[src/design/itp_pkg.sv]
// ----------------------------------------------------------------------------
// itp_pkg
// Shared types, token codes and symbol table for the infix to postfix converter.
// ----------------------------------------------------------------------------
package itp_pkg;

    localparam int STACK_DEPTH_DEF = 32;

    // token codes on the op field and in the operator stack
    localparam logic [2:0] TK_OPERAND = 3'd0;
    localparam logic [2:0] TK_PLUS    = 3'd1;
    localparam logic [2:0] TK_MINUS   = 3'd2;
    localparam logic [2:0] TK_TIMES   = 3'd3;
    localparam logic [2:0] TK_DIVIDE  = 3'd4;
    localparam logic [2:0] TK_OPEN    = 3'd5;
    localparam logic [2:0] TK_CLOSE   = 3'd6;
    localparam logic [2:0] TK_END     = 3'd7;

    // status codes on the result beat
    localparam logic [1:0] ST_OK        = 2'd0;
    localparam logic [1:0] ST_OVERFLOW  = 2'd1;
    localparam logic [1:0] ST_UNMATCHED = 2'd2;

    typedef struct packed {
        logic [2:0] op;
        logic [7:0] operand_char;
    } token_t;

    typedef struct packed {
        logic [7:0] symbol;
        logic       has_symbol;
        logic       expression_end;
        logic [1:0] status;
        logic       last;
    } result_t;

    // ASCII character of an operator code
    function automatic logic [7:0] sym_of(input logic [2:0] code);
        logic [7:0] s;
        case (code)
            TK_PLUS:   s = 8'h2B;
            TK_MINUS:  s = 8'h2D;
            TK_TIMES:  s = 8'h2A;
            TK_DIVIDE: s = 8'h2F;
            TK_OPEN:   s = 8'h28;
            TK_CLOSE:  s = 8'h29;
            default:   s = 8'h00;
        endcase
        return s;
    endfunction

endpackage

[src/design/itp_stack.sv]
// ----------------------------------------------------------------------------
// itp_stack
// Operator stack storage: one write port, one read port with registered data.
// ----------------------------------------------------------------------------
module itp_stack
    import itp_pkg::*;
#(
    parameter int DEPTH = STACK_DEPTH_DEF,
    parameter int AW    = $clog2(DEPTH)
)
(
    input  logic          clk,
    input  logic          rd_en,
    input  logic [AW-1:0] rd_addr,
    output logic [2:0]    rd_data,
    input  logic          wr_en,
    input  logic [AW-1:0] wr_addr,
    input  logic [2:0]    wr_data
);

    logic [2:0] mem [DEPTH];
    logic [2:0] rd_data_reg;

    always_ff @(posedge clk)
    begin
        if (wr_en)
        begin
            mem[wr_addr] <= wr_data;
        end
    end

    // hold read data until the next read
    always_ff @(posedge clk)
    begin
        if (rd_en)
        begin
            rd_data_reg <= mem[rd_addr];
        end
    end

    assign rd_data = rd_data_reg;

endmodule

[src/design/infix_to_postfix_converter.sv]
// ----------------------------------------------------------------------------
// infix_to_postfix_converter
// Shunting-yard conversion of an infix token stream to postfix symbols.
// ----------------------------------------------------------------------------
// Usage:
//   token channel (token_valid / token_stall / token) carries one token per
//   beat: operand, + - * /, open, close or end of expression.
//   result channel (result_valid / result_stall / result) carries one beat per
//   emitted symbol or status; the last beat of a token has last set.
//   A token is taken only while the sequencer is idle; token_stall is high
//   for the whole time the sequencer works on a token.
// Sequencing:
//   a token is accepted, then decided and acted on; a token that pops operators
//   pops one per cycle while the output register can take a beat, paced by the
//   single read port of the operator stack, which refreshes the top of stack
//   once per pop. Open parentheses left at end of expression are dropped from
//   the stack without a result beat.
// Reset:
//   rst_n clears the stack count, the sequencer and the output register.
//   Stack storage is not cleared; only entries below the count are read.
// Stall:
//   the output register holds its beat while result_stall is high; the
//   sequencer holds its pending pop until the register can take a new beat.
// ----------------------------------------------------------------------------
module infix_to_postfix_converter
    import itp_pkg::*;
#(
    parameter int STACK_DEPTH = STACK_DEPTH_DEF
)
(
    input  logic    clk,
    input  logic    rst_n,
    input  logic    token_valid,
    output logic    token_stall,
    input  token_t  token,
    output logic    result_valid,
    input  logic    result_stall,
    output result_t result
);

    localparam int AW = $clog2(STACK_DEPTH);
    localparam int CW = $clog2(STACK_DEPTH + 1);

    typedef enum logic {
        IDLE,
        SCAN
    } state_t;

    state_t        state_reg, state_next;
    logic [2:0]    tok_op_reg, tok_op_next;
    logic [7:0]    tok_char_reg, tok_char_next;
    logic [CW-1:0] count_reg, count_next;
    logic          first_reg, first_next;
    logic          loop_reg, loop_next;
    logic          pend_valid_reg, pend_valid_next;
    logic [7:0]    pend_sym_reg, pend_sym_next;
    logic          result_valid_reg, result_valid_next;
    result_t       result_reg, result_next;

    // stack port
    logic          rd_en;
    logic [AW-1:0] rd_addr;
    logic [2:0]    top;
    logic          wr_en;
    logic [AW-1:0] wr_addr;

    itp_stack #(
        .DEPTH (STACK_DEPTH),
        .AW    (AW)
    ) u_stack (
        .clk     (clk),
        .rd_en   (rd_en),
        .rd_addr (rd_addr),
        .rd_data (top),
        .wr_en   (wr_en),
        .wr_addr (wr_addr),
        .wr_data (tok_op_reg)
    );

    logic    empty, full, out_free;
    logic    top_low, top_high, top_open;
    logic    do_pop, do_discard;
    logic    emit, need_emit, do_push;
    result_t emit_data;
    logic [1:0] close_status;

    assign empty    = (count_reg == '0);
    assign full     = (count_reg == CW'(STACK_DEPTH));
    assign out_free = !result_valid_reg || !result_stall;
    assign top_low  = (top == TK_PLUS) || (top == TK_MINUS);
    assign top_high = (top == TK_TIMES) || (top == TK_DIVIDE);
    assign top_open = (top == TK_OPEN);

    // pop decision on the current top of stack
    always_comb
    begin
        do_pop     = 1'b0;
        do_discard = 1'b0;
        case (tok_op_reg)
            TK_PLUS, TK_MINUS:
            begin
                // first look: pop one on +/-, pop to open on * or /
                do_pop = !empty && (first_reg ? (top_low || top_high)
                                              : (loop_reg && !top_open));
            end
            TK_TIMES, TK_DIVIDE:
            begin
                do_pop = !empty && first_reg && top_high;
            end
            TK_CLOSE:
            begin
                do_pop = !empty && !top_open;
            end
            TK_END:
            begin
                // flush: emit operators, drop unmatched opens
                do_pop     = !empty && !top_open;
                do_discard = !empty && top_open;
            end
            default:
            begin
                do_pop     = 1'b0;
                do_discard = 1'b0;
            end
        endcase
    end

    // final beat, if any, and push decision of a token once no more pops are due
    always_comb
    begin
        need_emit    = 1'b0;
        do_push      = 1'b0;
        close_status = empty ? ST_UNMATCHED : ST_OK;
        emit_data    = '{symbol: 8'h00, has_symbol: 1'b0, expression_end: 1'b0,
                         status: ST_OK, last: 1'b1};
        case (tok_op_reg)
            TK_OPERAND:
            begin
                need_emit = 1'b1;
                emit_data.symbol     = tok_char_reg;
                emit_data.has_symbol = 1'b1;
            end
            TK_PLUS, TK_MINUS, TK_TIMES, TK_DIVIDE, TK_OPEN:
            begin
                if (pend_valid_reg)
                begin
                    need_emit = 1'b1;
                    do_push   = 1'b1;
                    emit_data.symbol     = pend_sym_reg;
                    emit_data.has_symbol = 1'b1;
                end
                else if (full)
                begin
                    need_emit = 1'b1;
                    emit_data.status = ST_OVERFLOW;
                end
                else
                begin
                    do_push = 1'b1;
                end
            end
            TK_CLOSE:
            begin
                need_emit = pend_valid_reg || empty;
                emit_data.symbol     = pend_valid_reg ? pend_sym_reg : 8'h00;
                emit_data.has_symbol = pend_valid_reg;
                emit_data.status     = close_status;
            end
            default:
            begin
                // end of expression
                need_emit = 1'b1;
                emit_data.symbol         = pend_valid_reg ? pend_sym_reg : 8'h00;
                emit_data.has_symbol     = pend_valid_reg;
                emit_data.expression_end = 1'b1;
            end
        endcase
    end

    always_comb
    begin
        state_next        = state_reg;
        tok_op_next       = tok_op_reg;
        tok_char_next     = tok_char_reg;
        count_next        = count_reg;
        first_next        = first_reg;
        loop_next         = loop_reg;
        pend_valid_next   = pend_valid_reg;
        pend_sym_next     = pend_sym_reg;
        result_next       = result_reg;
        rd_en             = 1'b0;
        rd_addr           = AW'(count_reg - CW'(2));
        wr_en             = 1'b0;
        wr_addr           = count_reg[AW-1:0];
        emit              = 1'b0;

        case (state_reg)
            IDLE:
            begin
                if (token_valid)
                begin
                    // take the token and fetch the top of stack
                    tok_op_next     = token.op;
                    tok_char_next   = token.operand_char;
                    first_next      = 1'b1;
                    loop_next       = 1'b0;
                    pend_valid_next = 1'b0;
                    rd_en           = !empty;
                    rd_addr         = AW'(count_reg - CW'(1));
                    state_next      = SCAN;
                end
            end
            SCAN:
            begin
                if (do_pop)
                begin
                    if (!pend_valid_reg || out_free)
                    begin
                        // release the previous pop, it is not the last one
                        if (pend_valid_reg)
                        begin
                            emit = 1'b1;
                            result_next = '{symbol: pend_sym_reg, has_symbol: 1'b1,
                                            expression_end: 1'b0, status: ST_OK,
                                            last: 1'b0};
                        end
                        pend_sym_next   = sym_of(top);
                        pend_valid_next = 1'b1;
                        first_next      = 1'b0;
                        if (first_reg)
                        begin
                            loop_next = top_high;
                        end
                        count_next = count_reg - CW'(1);
                        rd_en      = (count_reg >= CW'(2));
                    end
                end
                else if (do_discard)
                begin
                    count_next = count_reg - CW'(1);
                    rd_en      = (count_reg >= CW'(2));
                end
                else if (!need_emit || out_free)
                begin
                    if (need_emit)
                    begin
                        emit        = 1'b1;
                        result_next = emit_data;
                    end
                    if (do_push)
                    begin
                        wr_en      = 1'b1;
                        count_next = count_reg + CW'(1);
                    end
                    // drop the matching open parenthesis
                    if ((tok_op_reg == TK_CLOSE) && !empty)
                    begin
                        count_next = count_reg - CW'(1);
                    end
                    pend_valid_next = 1'b0;
                    state_next      = IDLE;
                end
            end
            default:
            begin
                state_next = IDLE;
            end
        endcase

        if (emit)
        begin
            result_valid_next = 1'b1;
        end
        else if (!result_stall)
        begin
            result_valid_next = 1'b0;
        end
        else
        begin
            result_valid_next = result_valid_reg;
        end
    end

    always_ff @(posedge clk or negedge rst_n)
    begin
        if (!rst_n)
        begin
            state_reg        <= IDLE;
            tok_op_reg       <= TK_OPERAND;
            tok_char_reg     <= 8'h00;
            count_reg        <= '0;
            first_reg        <= 1'b0;
            loop_reg         <= 1'b0;
            pend_valid_reg   <= 1'b0;
            pend_sym_reg     <= 8'h00;
            result_valid_reg <= 1'b0;
            result_reg       <= '0;
        end
        else
        begin
            state_reg        <= state_next;
            tok_op_reg       <= tok_op_next;
            tok_char_reg     <= tok_char_next;
            count_reg        <= count_next;
            first_reg        <= first_next;
            loop_reg         <= loop_next;
            pend_valid_reg   <= pend_valid_next;
            pend_sym_reg     <= pend_sym_next;
            result_valid_reg <= result_valid_next;
            result_reg       <= result_next;
        end
    end

    assign token_stall  = (state_reg != IDLE);
    assign result_valid = result_valid_reg;
    assign result       = result_reg;

    // stack count never passes the depth
    a_count_bound: assert property (@(posedge clk) disable iff (!rst_n)
        count_reg <= CW'(STACK_DEPTH))
        else $error("stack count beyond depth");

    // never overwrite a beat the receiver is holding off
    a_no_overwrite: assert property (@(posedge clk) disable iff (!rst_n)
        (result_valid_reg && result_stall) |-> !emit)
        else $error("result overwritten while stalled");

    // a pending pop exists only while a token is in work
    a_pend_in_scan: assert property (@(posedge clk) disable iff (!rst_n)
        pend_valid_reg |-> (state_reg == SCAN))
        else $error("pending pop outside token work");

    // an accepted token always starts the sequencer
    a_accept_scan: assert property (@(posedge clk) disable iff (!rst_n)
        (token_valid && !token_stall) |=> (state_reg == SCAN))
        else $error("accepted token not processed");

endmodule
[config.mk]
export PLATFORM = sky130hd
export DESIGN_NAME = infix_to_postfix_converter
export DESIGN_NICKNAME = d
export VERILOG_FILES = /design/src/design/itp_pkg.sv /design/src/design/itp_stack.sv /design/src/design/infix_to_postfix_converter.sv
export SDC_FILE = /design/constraint.sdc
export NUM_CORES = 1
export LEC_CHECK = 0
export BUFFER_PORTS_ARGS = -buffer_cell sky130_fd_sc_hd__buf_2
export CORE_MARGIN = 5
export CORE_UTILIZATION = 30
export DETAILED_ROUTE_END_ITERATION = 16
export SYNTH_ARGS = -nofsm -noshare
export SYNTH_HDL_FRONTEND = slang
export SYNTH_HIERARCHICAL = 1
export SYNTH_SLANG_ARGS = --single-unit
[constraint.sdc]
create_clock -name clk -period 3.8 [get_ports clk]
set_clock_uncertainty 0.05 [all_clocks]
set_input_delay 0.38 -clock clk [delete_from_list [all_inputs] [get_ports clk]]
set_output_delay 0.38 -clock clk [all_outputs]
set_load 0.005 [all_outputs]
* Yosys cells after proc, flatten, opt, wreduce, memory -nomap -nowiden *
Memory sizes are Yosys's and may differ from the RTL's. A register that Yosys moved wholly into a read port is not among the register bits.
Cells that the tools add are included.

storage, ports and cells
  latch bits = 0
  bits in registers = 43
  RAM bits = 96
  logic and storage cells = 155
  output and inout port bits = 15
  memories kept = 1
  bits of input ports = 15
  ROM bits = 0

cells by class
  reductions and logical operators = 38
  multipliers = 0
  divide/modulo/power cells = 0
  equality and inequality tests = 25
  bitwise gates (word level) = 1
  muxes and demuxes = 72
  add/sub/neg operators = 3
  order comparisons = 1
  shift-type cells = 0

memories
  name         depth  width  read ports  clocked after memory_dff  write ports  line             RTL
  u_stack.mem  32     3      1           1                         1            itp_stack.sv:21  logic [2:0] mem [DEPTH];

operators by type and width
  operator             number
  $mux 13              6
  $mux 1               44
  $mux 6               6
  $pmux 6 s6           1
  $eq 3x3->1 const B   7
  $pmux 9 s2           1
  $eq 3x2->1 const B   4
  $pmux 1 s2           6
  $reduce_and 4->1     3
  $mux 5               2
  $ne 2x1->1 const B   5
  $mux 9               1
  $mux 8               1
  $logic_and 1x1->1    7
  $logic_or 1x1->1     7
  $reduce_or 7->1      1
  $add 6x1->6 const B  1
  $eq 3x1->1 const B   2
  $eq 6x6->1 const B   1
  $ge 6x2->1 const B   1
  $logic_not 1->1      6
  $logic_not 6->1      1
  $ne 2x2->1 const B   3
  $reduce_and 3->1     2
  17 further kinds     21

* Logic depth before layout (Yosys ltp) *
Gate-level depths: netlist (run 1).

  depth after elaboration = 12
  gate-level depth with buffers = 11

* Hierarchy *
The synthesis (run 1) kept the hierarchy.

by module, submodules not included
  module                      instances  area each (µm²)  seq. area each (µm²)  cells each
  itp_stack                   1          3946.3           2972.9                185
  infix_to_postfix_converter  1          2327.2           975.9                 262

* Worst setup path before layout (run 1) *
Ideal clock, no wire load.

  kind = reg-to-reg
  start = register count_reg[1]
  end = memory u_stack.mem[12][0], enable pin
  path buffers = 1
  path slack = 261 ps
  stages on the path, launching flop included = 12
  data arrival time = 3170 ps
  setup time = 319 ps
  path through = dfrtp_1 inv_1 ha_1 or4b_4 nor2_2 nor4_1 a21o_2 a311o_1 nor4_2 or3b_2 clkbuf_1 nor2_1

between the ends
  longest elaborated chain between the ends = 12
  elaborated cells on any way between the ends = 26
  classes of those cells = 1 x eq/ne; 15 x mux; 10 x reduce/logical

ends and longest elaborated chain
  item                            line                               RTL
  start: declaration              infix_to_postfix_converter.sv:52   logic [CW-1:0] count_reg, count_next;
  start signal: assignment        infix_to_postfix_converter.sv:304  count_reg <= count_next;
  $eq 6x6->1                      infix_to_postfix_converter.sv:88   assign full = (count_reg == CW'(STACK_DEPTH));
  $mux 1                          infix_to_postfix_converter.sv:152  else if (full)
  $mux 1                          infix_to_postfix_converter.sv:145  if (pend_valid_reg)
  $pmux 1 s2                      infix_to_postfix_converter.sv:136  case (tok_op_reg)
  $logic_not 1->1                 infix_to_postfix_converter.sv:243  else if (!need_emit || out_free)
  $logic_or 1x1->1                infix_to_postfix_converter.sv:243
  $mux 1                          infix_to_postfix_converter.sv:243
  $mux 1                          infix_to_postfix_converter.sv:238  else if (do_discard)
  $mux 1 *                        infix_to_postfix_converter.sv:215  if (do_pop)
  $mux 1 *                        infix_to_postfix_converter.sv:197  case (state_reg)
  net wr_en                       infix_to_postfix_converter.sv:64   logic wr_en;
  $mux 1 *                        itp_stack.sv:26                    if (wr_en)
  $mux 1 (not written as such) *  itp_stack.sv:28                    mem[wr_addr] <= wr_data;
  end: declaration                itp_stack.sv:21

Mark *: on every way through the listed nets, which the timed path passes. The rest lies on a longest branch.

* Final worst setup path (run 1) *
  start = register count_reg[0]
  end = memory u_stack.mem[4][1], enable pin

Same word-level chain as after synthesis.

==> flow_summary.toml, run 1 <==
[outcome]
status = "finished, final reports clean"

[setup_path]
endpoint_type_of_the_worst_setup_path = "register"
timing.setup.critical_path_class = "register to register"
ff_to_ff_start = "count_reg[0]$_DFFE_PN0P_"
crit_family = "simple AND/OR/NAND/NOR gates"
path_max_fanout = 8
worst-endpoint-required_ns = 3.85
cpMaxStageDelayCell = "sky130_fd_sc_hd__or3b_4"
timing.critical_path.from_type = "register"
slowest_stage_delay_cp_ns = 0.50
cp.buffers_inverters = 1
critical_path_arrival_ns = 3.60
cp_cell_sequence = "inv_1 > ha_1 > or4b_4 > nor2_2 > nor4_1 > a21o_2 > a311o_1 > nor4_4 > or3b_4 > nor2_1"
critPathLaunch = "count_reg[0]$_DFFE_PN0P_"

[route]
detailroute.via_count = 3783
detail-route-antenna-nets = 0
post-route-drc-count = 0
totalWireLength_um = 13360
detail_route.vias_per_cell = 4.838
wl_per_cell_um = 17.08
number_of_search_and_repair_iterations_in_the_first_detailed_routing_pass = 4
drt_iter0_markers = 235

[synthesis]
synth_area_leaders = "sky130_fd_sc_hd__edfxtp_1 47%, sky130_fd_sc_hd__dfrtp_1 16%, sky130_fd_sc_hd__mux4_2 10%, sky130_fd_sc_hd__nand2_1 4.1%, sky130_fd_sc_hd__nor2_1 2.8%"
ys_warn_count = 6
synth_area_per_cell_sq_um = 14.03
synth-seq-area-share_pct = 62.94
synth.largest_area_cell = "sky130_fd_sc_hd__edfxtp_1"
ys_seq_elements = 138
synth_nets = 468
synth_edf_count = 99
synthesized_instance_count = 447
post_syn_area_sq_um = 6274
async_reset_ff_share_pct = 28.26
netlist-cell-type-count = 65
synth_top_area_share_pct = 47.39
postSynth.topFlopCell = "sky130_fd_sc_hd__edfxtp_1"

[clock_tree]
clk_transition_reported_paths_ns = 0.06
clockRootBuffer = "sky130_fd_sc_hd__clkbuf_16"
holdBufCountCts = 0
clock_insertion_delay_worst_skew_ns = 0.42
clock_sink_count = 138
clk_path_buf_depth = 2
number_of_buffers_inserted_during_clock_tree_synthesis = 17
number_of_levels_in_the_clock_h_tree = 4
cts_tree = "yes"

[placement]
dpl_worst_slack_ns = 0.07632
dp_cells = 748
port_buffers = 29
hpwlAfterDp_um = 9021
placed_cell_area_sq_um = 6808
routability_cong = 0.8317

[power]
power_report.internal_total_mw = 4.464
powerDensity_nw_per_um2 = 939.9
p_sw_mw = 2.530
vdd.ir_drop.worst_v = 0.0003117
power.clock.fraction_pct = 24.1
power.share.sequential_pct = 32.2
combinationalPowerShare_pct = 43.8
leakage_nw = 2.678
netSwitchingFraction_pct = 36.17

[timing]
unrepaired_setup_endpoints_after_global_routing = "false"
final.setup.tns_ns = 0
min_period_over_period_pct = 93.48
slew_headroom_pct = 30.57
tightestPinTransition_ns = 1.036
postLayoutSetupSlackWorst_ns = 0.2477
clock.fmax_mhz = 281.5
slew_violations = 0
final-setup-viol-count = 0
report.final.hold_viol_count = 0
hold_slack_ns = 0.03211
period_minus_slack_ns = 3.552

[run]
cap_viol_max_count = 0

[floorplanning]
fp.dieW_um = 154.6
initial_utilization_pct = 30.13
fp.dieArea_sq_um = 23900
die-height_um = 154.6
core_region_area_sq_um = 20820
placementRows = 53
design.portCount = 30

[cells_and_area]
area.growth.synth_to_final_pct = 18.61
largest_reg_flops = 96
antenna_cells = 0
final_cell_count_no_fill = 782
finalNetCount = 515
finish.instance_area_sq_um = 7441
post_route_cells_drive_above_1_share_pct = 27.22

[global_routing]
vias_in_the_first_global_route = 3964
grt_max_degree = 40
grt_antenna_before_repair = 0
overflow = 0
grt_util_all_layers_pct = 11.71
wire_length_of_the_first_global_routing_pass_um = 21670

[hold_path]
holdCritPathClass = "input port to asynchronous set/reset pin"
cells in the final DEF (no fill, tap or decap), types with 4 or more instances in the layout:
| cell | n |
|---|---|
| sky130_fd_sc_hd__o31ai_1 | 7 |
| sky130_fd_sc_hd__nand3b_1 | 8 |
| sky130_fd_sc_hd__xor2_1 | 5 |
| sky130_fd_sc_hd__o21ai_0 | 10 |
| sky130_fd_sc_hd__buf_2 | 29 |
| sky130_fd_sc_hd__clkbuf_16 | 17 |
| sky130_fd_sc_hd__mux2i_1 | 4 |
| sky130_fd_sc_hd__o21ai_1 | 11 |
| sky130_fd_sc_hd__inv_1 | 6 |
| sky130_fd_sc_hd__mux4_2 | 29 |
| sky130_fd_sc_hd__xnor2_1 | 7 |
| sky130_fd_sc_hd__ha_1 | 6 |
| sky130_fd_sc_hd__nor2_1 | 45 |
| sky130_fd_sc_hd__a21oi_1 | 10 |
| sky130_fd_sc_hd__o211ai_1 | 4 |
| sky130_fd_sc_hd__edfxtp_1 | 99 |
| sky130_fd_sc_hd__nand2_1 | 69 |
| sky130_fd_sc_hd__dfrtp_1 | 39 |
| sky130_fd_sc_hd__buf_4 | 23 |
timing repair:
item | in CTS | in global routing
buffers inserted | 0 | 2
endpoints found under the setup margin | 0 | 96
hold endpoints to repair | 0 | 0
gates resized for setup | 0 | 4
cells by family (layout without fill, tap and decap cells):
kind of cell	count (synthesis)	count (layout)	share of synthesized area [%]
compound gates	64	64	7.140
xor+xnor	13	13	1.815
fa+ha+maj	6	6	1.197
buf+inv	32	92	2.712
flops	138	138	62.94
mux	38	38	12.19
simple gates	156	156	12.01
layer usage:
metal	global-route usage [%]	wire length, um	up-vias
met5	0	0	-
met4	3.743	166	0
met3	3.861	754	19
met2	19.32	6501	101
met1	14.61	5935	1893
li1	-	-	1770
worst paths after layout:
| check | to | slack (ns) | depth (start not counted) |
|---|---|---|---|
| hold / removal | result[12]$_DFFE_PN0P_ | 0.03 | 1 |
| setup reg to reg | u_stack/mem[4][1]$_DFFE_PP_ | 0.25 | 10 |
| min in group clk | tok_char_reg[3]$_DFFE_PN0P_ | 0.09 | 3 |
| max in group asynchronous | pend_sym_reg[1]$_DFFE_PN0P_ | 3.11 | 1 |
| setup / recovery | u_stack/mem[4][1]$_DFFE_PP_ | 0.25 | 10 |
| hold reg to reg | pend_sym_reg[2]$_DFFE_PN0P_ | 0.43 | 2 |
stage by stage:
step | utilization, % | power (mW)
floorplan | - | 4.461
global placement | 32.69 | 5.271
detailed placement | 32.69 | 5.314
CTS | 35.57 | 7.015
global route | 35.73 | 7.439
finish | 35.73 | 6.994
power by group through the flow:
stage / Sequential, mW / Clock [mW] / Combinational [mW]
floorplan: 2.32 / 0 / 2.14
global placement: 2.27 / 0 / 3.00
detailed placement: 2.28 / 0 / 3.03
CTS: 2.25 / 1.71 / 3.05
global route: 2.28 / 1.79 / 3.37
finish: 2.25 / 1.68 / 3.06
synth_stat cells (2+ instances only):
library cell and instances:
sky130_fd_sc_hd__or4_1 2, sky130_fd_sc_hd__dfrtp_1 39, sky130_fd_sc_hd__buf_1 2, sky130_fd_sc_hd__a32o_1 2
sky130_fd_sc_hd__nand3_1 4, sky130_fd_sc_hd__o31ai_2 2, sky130_fd_sc_hd__mux2i_1 4, sky130_fd_sc_hd__o21ai_1 11
sky130_fd_sc_hd__or3b_2 3, sky130_fd_sc_hd__o211ai_1 4, sky130_fd_sc_hd__nor2_1 46, sky130_fd_sc_hd__xor2_1 5
sky130_fd_sc_hd__buf_2 7, sky130_fd_sc_hd__ha_1 6, sky130_fd_sc_hd__clkbuf_1 10, sky130_fd_sc_hd__nand4_1 2
sky130_fd_sc_hd__or3_1 2, sky130_fd_sc_hd__xnor2_1 8, sky130_fd_sc_hd__buf_6 5, sky130_fd_sc_hd__nor3_1 2
sky130_fd_sc_hd__edfxtp_1 99, sky130_fd_sc_hd__nor2b_1 2, sky130_fd_sc_hd__nand3b_1 8, sky130_fd_sc_hd__mux4_2 29
sky130_fd_sc_hd__a21oi_1 11, sky130_fd_sc_hd__nand2_1 69, sky130_fd_sc_hd__o21ai_0 10, sky130_fd_sc_hd__mux2_2 3
sky130_fd_sc_hd__inv_1 6, sky130_fd_sc_hd__nor4_1 2, sky130_fd_sc_hd__a21boi_0 2, sky130_fd_sc_hd__o31ai_1 7
area by class of cell:
type,count,area [sq um]
multi-input cells,277,2185
repair buffers,53,337.8
clock inverters,14,170.2
clock buffers,18,429.2
flip-flops and latches,138,3949
fillers,1982,13380
well taps,275,344.1
inverters,7,26.28
Power figures use the tool's default switching activity.
==> run 2, diff against run 1 <==
Settings changed: CTS_CLUSTER_SIZE from default to 8, SYNTH_HIERARCHICAL 1 to default.
==> run 2 against run 1 <==
- worst setup slack improved by 0.18 ns
- flip-flop and latch count unchanged
- global-route usage increased by 0.59 points
- fmax increased by 5.4%
- final cell count increased by 7.5%
- via count increased by 12%
- sequential power about the same
- critical path depth decreased by 1
- largest power group unchanged
- highest routed layer unchanged
==> flow_summary.toml, run 2 <==
[synthesis]
synth_edf_count = 99
synth_top_area_share_pct = 42.20
synthesized_instance_count = 476
async_reset_ff_share_pct = 28.26
synth_area_leaders = "sky130_fd_sc_hd__edfxtp_1 42%, sky130_fd_sc_hd__mux4_2 19%, sky130_fd_sc_hd__dfrtp_1 14%, sky130_fd_sc_hd__nand2_1 2.9%, sky130_fd_sc_hd__nor2_1 2.5%"
ys_warn_count = 0
yosys-top-cells-count = "99 x sky130_fd_sc_hd__edfxtp_1, 60 x sky130_fd_sc_hd__mux4_2, 54 x sky130_fd_sc_hd__nand2_1"
synth_area_per_cell_sq_um = 14.80
netlist-cell-type-count = 57
synth-seq-area-share_pct = 56.06
ys_seq_elements = 138
synth.largest_area_cell = "sky130_fd_sc_hd__edfxtp_1"
postSynth.topFlopCell = "sky130_fd_sc_hd__edfxtp_1"
post_syn_area_sq_um = 7044
synth_nets = 499
yosysMostFrequentCell = "sky130_fd_sc_hd__edfxtp_1"

[timing]
final-setup-viol-count = 0
slew_violations = 0
slew_headroom_pct = 35.48
period_minus_slack_ns = 3.369
report.final.hold_viol_count = 0
min_period_over_period_pct = 88.65
unrepaired_setup_endpoints_after_global_routing = "false"
clock.fmax_mhz = 296.8
hold_slack_ns = 0.04207
tightestPinTransition_ns = 0.9678
final.setup.tns_ns = 0

[setup_path]
crit_family = "simple AND/OR/NAND/NOR gates"
slowest_stage_delay_cp_ns = 0.52
r2r_end = "u_stack.mem[12][0]$_DFFE_PP_"
endpoint_type_of_the_worst_setup_path = "register"
worst-endpoint-required_ns = 3.85
critical_path_arrival_ns = 3.42
cpMaxStageDelayCell = "sky130_fd_sc_hd__nor3b_4"
cp_cell_sequence = "inv_1 > ha_1 > or4b_4 > nor2_4 > a311oi_4 > nor3_2 > nor3b_4 > nand2_4 > nor2_1"
setup.reg_to_reg.worst_slack_ns = 0.43
timing.reg2reg.worst_path_depth = 9
ff_to_ff_start = "count_reg[1]$_DFFE_PN0P_"
path_max_fanout = 8
cp.buffers_inverters = 1
timing.setup.critical_path_class = "register to register"
timing.critical_path.from_type = "register"

[route]
drt_iter0_markers = 331
totalWireLength_um = 15600
detail-route-antenna-nets = 0
number_of_search_and_repair_iterations_in_the_first_detailed_routing_pass = 6
detail_route.vias_per_cell = 5.032
post-route-drc-count = 0
wl_per_cell_um = 18.54
detailroute.via_count = 4232

[placement]
dp_cells = 809
routability_cong = 0.8207
port_buffers = 29
placed_cell_area_sq_um = 7586
hpwlAfterDp_um = 10680

[global_routing]
grt_antenna_before_repair = 0
grt_max_degree = 55
overflow = 0
wire_length_of_the_first_global_routing_pass_um = 25030
vias_in_the_first_global_route = 4463
grt_util_all_layers_pct = 12.30

[clock_tree]
number_of_buffers_inserted_during_clock_tree_synthesis = 17
clockRootBuffer = "sky130_fd_sc_hd__clkbuf_16"
cts_tree = "yes"
number_of_levels_in_the_clock_h_tree = 4
clk_transition_reported_paths_ns = 0.06
holdBufCountCts = 0
clock_insertion_delay_worst_skew_ns = 0.42
clk_path_buf_depth = 2
post_cts_buffers = 0
cts_resized = 0
clock_sink_count = 138

[floorplanning]
fp.dieW_um = 163.2
placementRows = 56
core_region_area_sq_um = 23260
initial_utilization_pct = 30.28
fp.dieArea_sq_um = 26650
design.portCount = 30
die-height_um = 163.2

[power]
leakage_nw = 2.966
power.clock.fraction_pct = 22.6
netSwitchingFraction_pct = 36.53
combinationalPowerShare_pct = 47.0
power.share.sequential_pct = 30.4
vdd.ir_drop.worst_v = 0.0003597
p_sw_mw = 2.742
power_report.internal_total_mw = 4.763
powerDensity_nw_per_um2 = 916.0
pwr_total_mw = 7.505

[cells_and_area]
finalNetCount = 532
filler_cell_count = 2261
mostFrequentLayoutCell = "sky130_fd_sc_hd__edfxtp_1"
final_cell_count_no_fill = 841
finish.instance_area_sq_um = 8193
area.growth.synth_to_final_pct = 16.31
antenna_cells = 0
top_library_cells_by_usage_in_the_layout_fill_and_taps_aside = "99 x sky130_fd_sc_hd__edfxtp_1, 60 x sky130_fd_sc_hd__mux4_2, 54 x sky130_fd_sc_hd__nand2_1"
post_route_cells_drive_above_1_share_pct = 31.42
largest_reg_flops = 96

[outcome]
status = "finished, final reports clean"

[hold_path]
holdCritPathClass = "input port to asynchronous set/reset pin"

[run]
cap_viol_max_count = 0
==> run 2: layout make-up <==
cell class | count | area, sq um | share of cell area, %
sequential | 138 | 3950 | 48.21
tap | 319 | 399.1 | 4.872
multi-input combinational | 297 | 2930 | 35.77
timing repair buffer | 46 | 272.8 | 3.329
inverter | 9 | 33.78 | 0.4123
clock buffer | 18 | 429.2 | 5.238
clock inverter | 14 | 177.7 | 2.169
==> run 2: how the worst max path moves through the flow <==
| stage | to | slack [ns] | cells past startpoint | from |
|---|---|---|---|---|
| 2_1_floorplan | u_stack.rd_data[0]$_DFFE_PP_ | 0.25 | 11 | count_reg[1]$_DFFE_PN0P_ |
| 3_3_place_gp | u_stack.mem[4][1]$_DFFE_PP_ | 0.57 | 9 | count_reg[1]$_DFFE_PN0P_ |
| 3_5_place_dp | u_stack.mem[12][1]$_DFFE_PP_ | 0.45 | 9 | count_reg[1]$_DFFE_PN0P_ |
| 4_1_cts | u_stack.mem[12][0]$_DFFE_PP_ | 0.44 | 9 | count_reg[1]$_DFFE_PN0P_ |
| 5_1_grt | u_stack.mem[12][0]$_DFFE_PP_ | 0.22 | 9 | count_reg[1]$_DFFE_PN0P_ |
| 6_report | u_stack.mem[12][0]$_DFFE_PP_ | 0.43 | 9 | count_reg[1]$_DFFE_PN0P_ |
==> run 2: cells by family (layout without fill, tap and decap cells) <==
kind of cell | Yosys count | count (layout) | synth area share (%)
xor gates and xnor gates | 12 | 12 | 1.492
DFF | 138 | 138 | 56.06
adders and majority gates | 8 | 8 | 1.421
muxes | 76 | 76 | 22.06
and+or+nand+nor | 148 | 148 | 10.75
buffers and inverters | 41 | 87 | 2.380
AOI/OAI and AO/OA | 53 | 53 | 5.844
==> run 2: routing by layer <==
metal	global-route usage [%]	vias to the layer above	share of wire, %
met1	16.15	2185	44
met2	20.53	119	49
met3	3.230	14	5.4
met5	0	-	0
met4	2.859	0	0.87
li1	-	1914	-
==> run 2: metrics by stage <==
step / setup WS (ns) / util (%)
after detailed placement: 0.4472 / 32.61
final: 0.4313 / 35.22
after CTS: 0.4383 / 35.22
after floorplan: 0.2485 / -
after global routing: 0.2190 / 35.22
after global placement: 0.5723 / 32.61
==> run 2: power groups by stage <==
stage	Clock [mW]	Combinational, mW	Sequential (mW)
floorplan	0	2.66	2.26
global placement	0	3.50	2.29
detailed placement	0	3.56	2.31
CTS	1.72	3.58	2.28
global route	1.80	3.87	2.32
finish	1.70	3.53	2.28
==> run 3, diff against run 2 <==
Settings changed: PLACE_DENSITY from default to 0.46.
==> run 3 against run 2 <==
- non-clock buffer count up 3
- die area did not move
- highest routed layer unchanged
- core utilization grew 0.25 points
- critical path type unchanged
==> flow_summary.toml, run 3 (same netlist as run 2, synthesis figures left out) <==
[outcome]
status = "finished, final reports clean"

[clock_tree]
post_cts_buffers = 0
clk_transition_reported_paths_ns = 0.06
number_of_levels_in_the_clock_h_tree = 4
clock_sink_count = 138
clockRootBuffer = "sky130_fd_sc_hd__clkbuf_16"
holdBufCountCts = 0
clk_path_buf_depth = 2
cts_tree = "yes"
cts_resized = 0
number_of_buffers_inserted_during_clock_tree_synthesis = 17
clock_insertion_delay_worst_skew_ns = 0.42

[setup_path]
critical_path_arrival_ns = 3.45
slowest_stage_delay_cp_ns = 0.54
endpoint_type_of_the_worst_setup_path = "register"
timing.critical_path.from_type = "register"
worst-endpoint-required_ns = 3.85
cp_cell_sequence = "inv_1 > ha_1 > or4b_4 > nor2_4 > a311oi_4 > nor3_2 > nor3b_4 > nand2_4 > nor2_1"
timing.setup.critical_path_class = "register to register"
path_max_fanout = 8
cpMaxStageDelayCell = "sky130_fd_sc_hd__nor3b_4"

[power]
leakage_nw = 2.996
powerDensity_nw_per_um2 = 925.3
power_report.internal_total_mw = 4.801
power.clock.fraction_pct = 23.3
p_sw_mw = 2.833
netSwitchingFraction_pct = 37.11
combinationalPowerShare_pct = 47.3
power.share.sequential_pct = 29.4
vdd.ir_drop.worst_v = 0.0004366

[cells_and_area]
largest_reg_flops = 96
finalNetCount = 535
mostFrequentLayoutCell = "sky130_fd_sc_hd__edfxtp_1"
top_library_cells_by_usage_in_the_layout_fill_and_taps_aside = "99 x sky130_fd_sc_hd__edfxtp_1, 60 x sky130_fd_sc_hd__mux4_2, 54 x sky130_fd_sc_hd__nand2_1"
post_route_cells_drive_above_1_share_pct = 32.76
area.growth.synth_to_final_pct = 17.12
antenna_cells = 0
finish.instance_area_sq_um = 8250

[run]
cap_viol_max_count = 0

[timing]
unrepaired_setup_endpoints_after_global_routing = "false"
final.setup.tns_ns = 0
hold_slack_ns = 0.03116
period_minus_slack_ns = 3.398
min_period_over_period_pct = 89.41
clock.fmax_mhz = 294.3
slew_headroom_pct = 36.85
slew_violations = 0
final-setup-viol-count = 0
report.final.hold_viol_count = 0
tightestPinTransition_ns = 0.9472

[placement]
port_buffers = 29
placed_cell_area_sq_um = 7611
routability_cong = 0.7722
hpwlAfterDp_um = 11300

[global_routing]
overflow = 0
grt_util_all_layers_pct = 12.95
vias_in_the_first_global_route = 4455
grt_antenna_before_repair = 0
wire_length_of_the_first_global_routing_pass_um = 26080
grt_max_degree = 55

[floorplanning]
die-height_um = 163.2
fp.dieArea_sq_um = 26650
placementRows = 56
fp.dieW_um = 163.2
initial_utilization_pct = 30.28
core_region_area_sq_um = 23260
design.portCount = 30

[route]
detailroute.via_count = 4248
number_of_search_and_repair_iterations_in_the_first_detailed_routing_pass = 5
wl_per_cell_um = 19.63
detail_route.vias_per_cell = 5.033
drt_iter0_markers = 296
detail-route-antenna-nets = 0
totalWireLength_um = 16570
post-route-drc-count = 0

[hold_path]
holdCritPathClass = "input port to asynchronous set/reset pin"
## run 3: cell type report
type	count	area (sq um)
repair buffers	49	295.3
fillers	2288	15010
clock inverters	15	214.0
clock buffers	17	425.4
well taps	319	399.1
multi-input cells	297	2930
flip-flops and latches	138	3953
inverters	9	33.78
## run 3: final timing paths
check	endpoint	cells after the start	start	slack [ns]
setup / recovery	u_stack.mem[13][0]$_DFFE_PP_	9	count_reg[1]$_DFFE_PN0P_	0.40
hold / removal	count_reg[5]$_DFFE_PN0P_	1	rst_n	0.03
setup reg to reg	u_stack.mem[13][0]$_DFFE_PP_	9	count_reg[1]$_DFFE_PN0P_	0.40
hold reg to reg	result[0]$_DFFE_PN0P_	1	result[0]$_DFFE_PN0P_	0.42
max in group asynchronous	count_reg[0]$_DFFE_PN0P_	1	rst_n	3.02
min in group clk	tok_char_reg[1]$_DFFE_PN0P_	3	token[1]	0.11
## run 3: critical path, delay by kind of cell (launching register included)
family	cells	cell delay, ns
buf+inv	1	0.18
fa+ha+maj	1	0.26
compound gates	1	0.10
flops	1	0.38
simple gates	6	2.10
## run 3: metal layers
| layer | part of all wire (%) | wire, um | up-vias | global-route usage [%] |
|---|---|---|---|---|
| met5 | 0 | 0 | - | 0 |
| met4 | 1.4 | 229 | 0 | 4.117 |
| met3 | 4.7 | 774 | 16 | 2.675 |
| met2 | 51 | 8383 | 105 | 21.68 |
| met1 | 43 | 7178 | 2210 | 16.95 |
| li1 | - | - | 1917 | - |
## run 3: power by group through the flow
stage | Combinational, mW | Clock (mW) | Sequential (mW)
6_report | 3.61 | 1.78 | 2.24
5_1_grt | 3.95 | 1.89 | 2.28
4_1_cts | 3.69 | 1.82 | 2.25
3_5_place_dp | 3.68 | 0 | 2.28
3_3_place_gp | 3.66 | 0 | 2.27
2_1_floorplan | 2.66 | 0 | 2.26
## run 3: stage by stage
| stage | utilization, % | power, mW | instances | setup slack [ns] |
|---|---|---|---|---|
| global route | 35.47 | 8.126 | 844 | 0.2547 |
| CTS | 35.47 | 7.755 | 844 | 0.3858 |
| floorplan | - | 4.920 | 476 | 0.2485 |
| global placement | 32.72 | 5.934 | 812 | 0.4842 |
| finish | 35.47 | 7.634 | 844 | 0.4024 |
| detailed placement | 32.72 | 5.961 | 812 | 0.4058 |
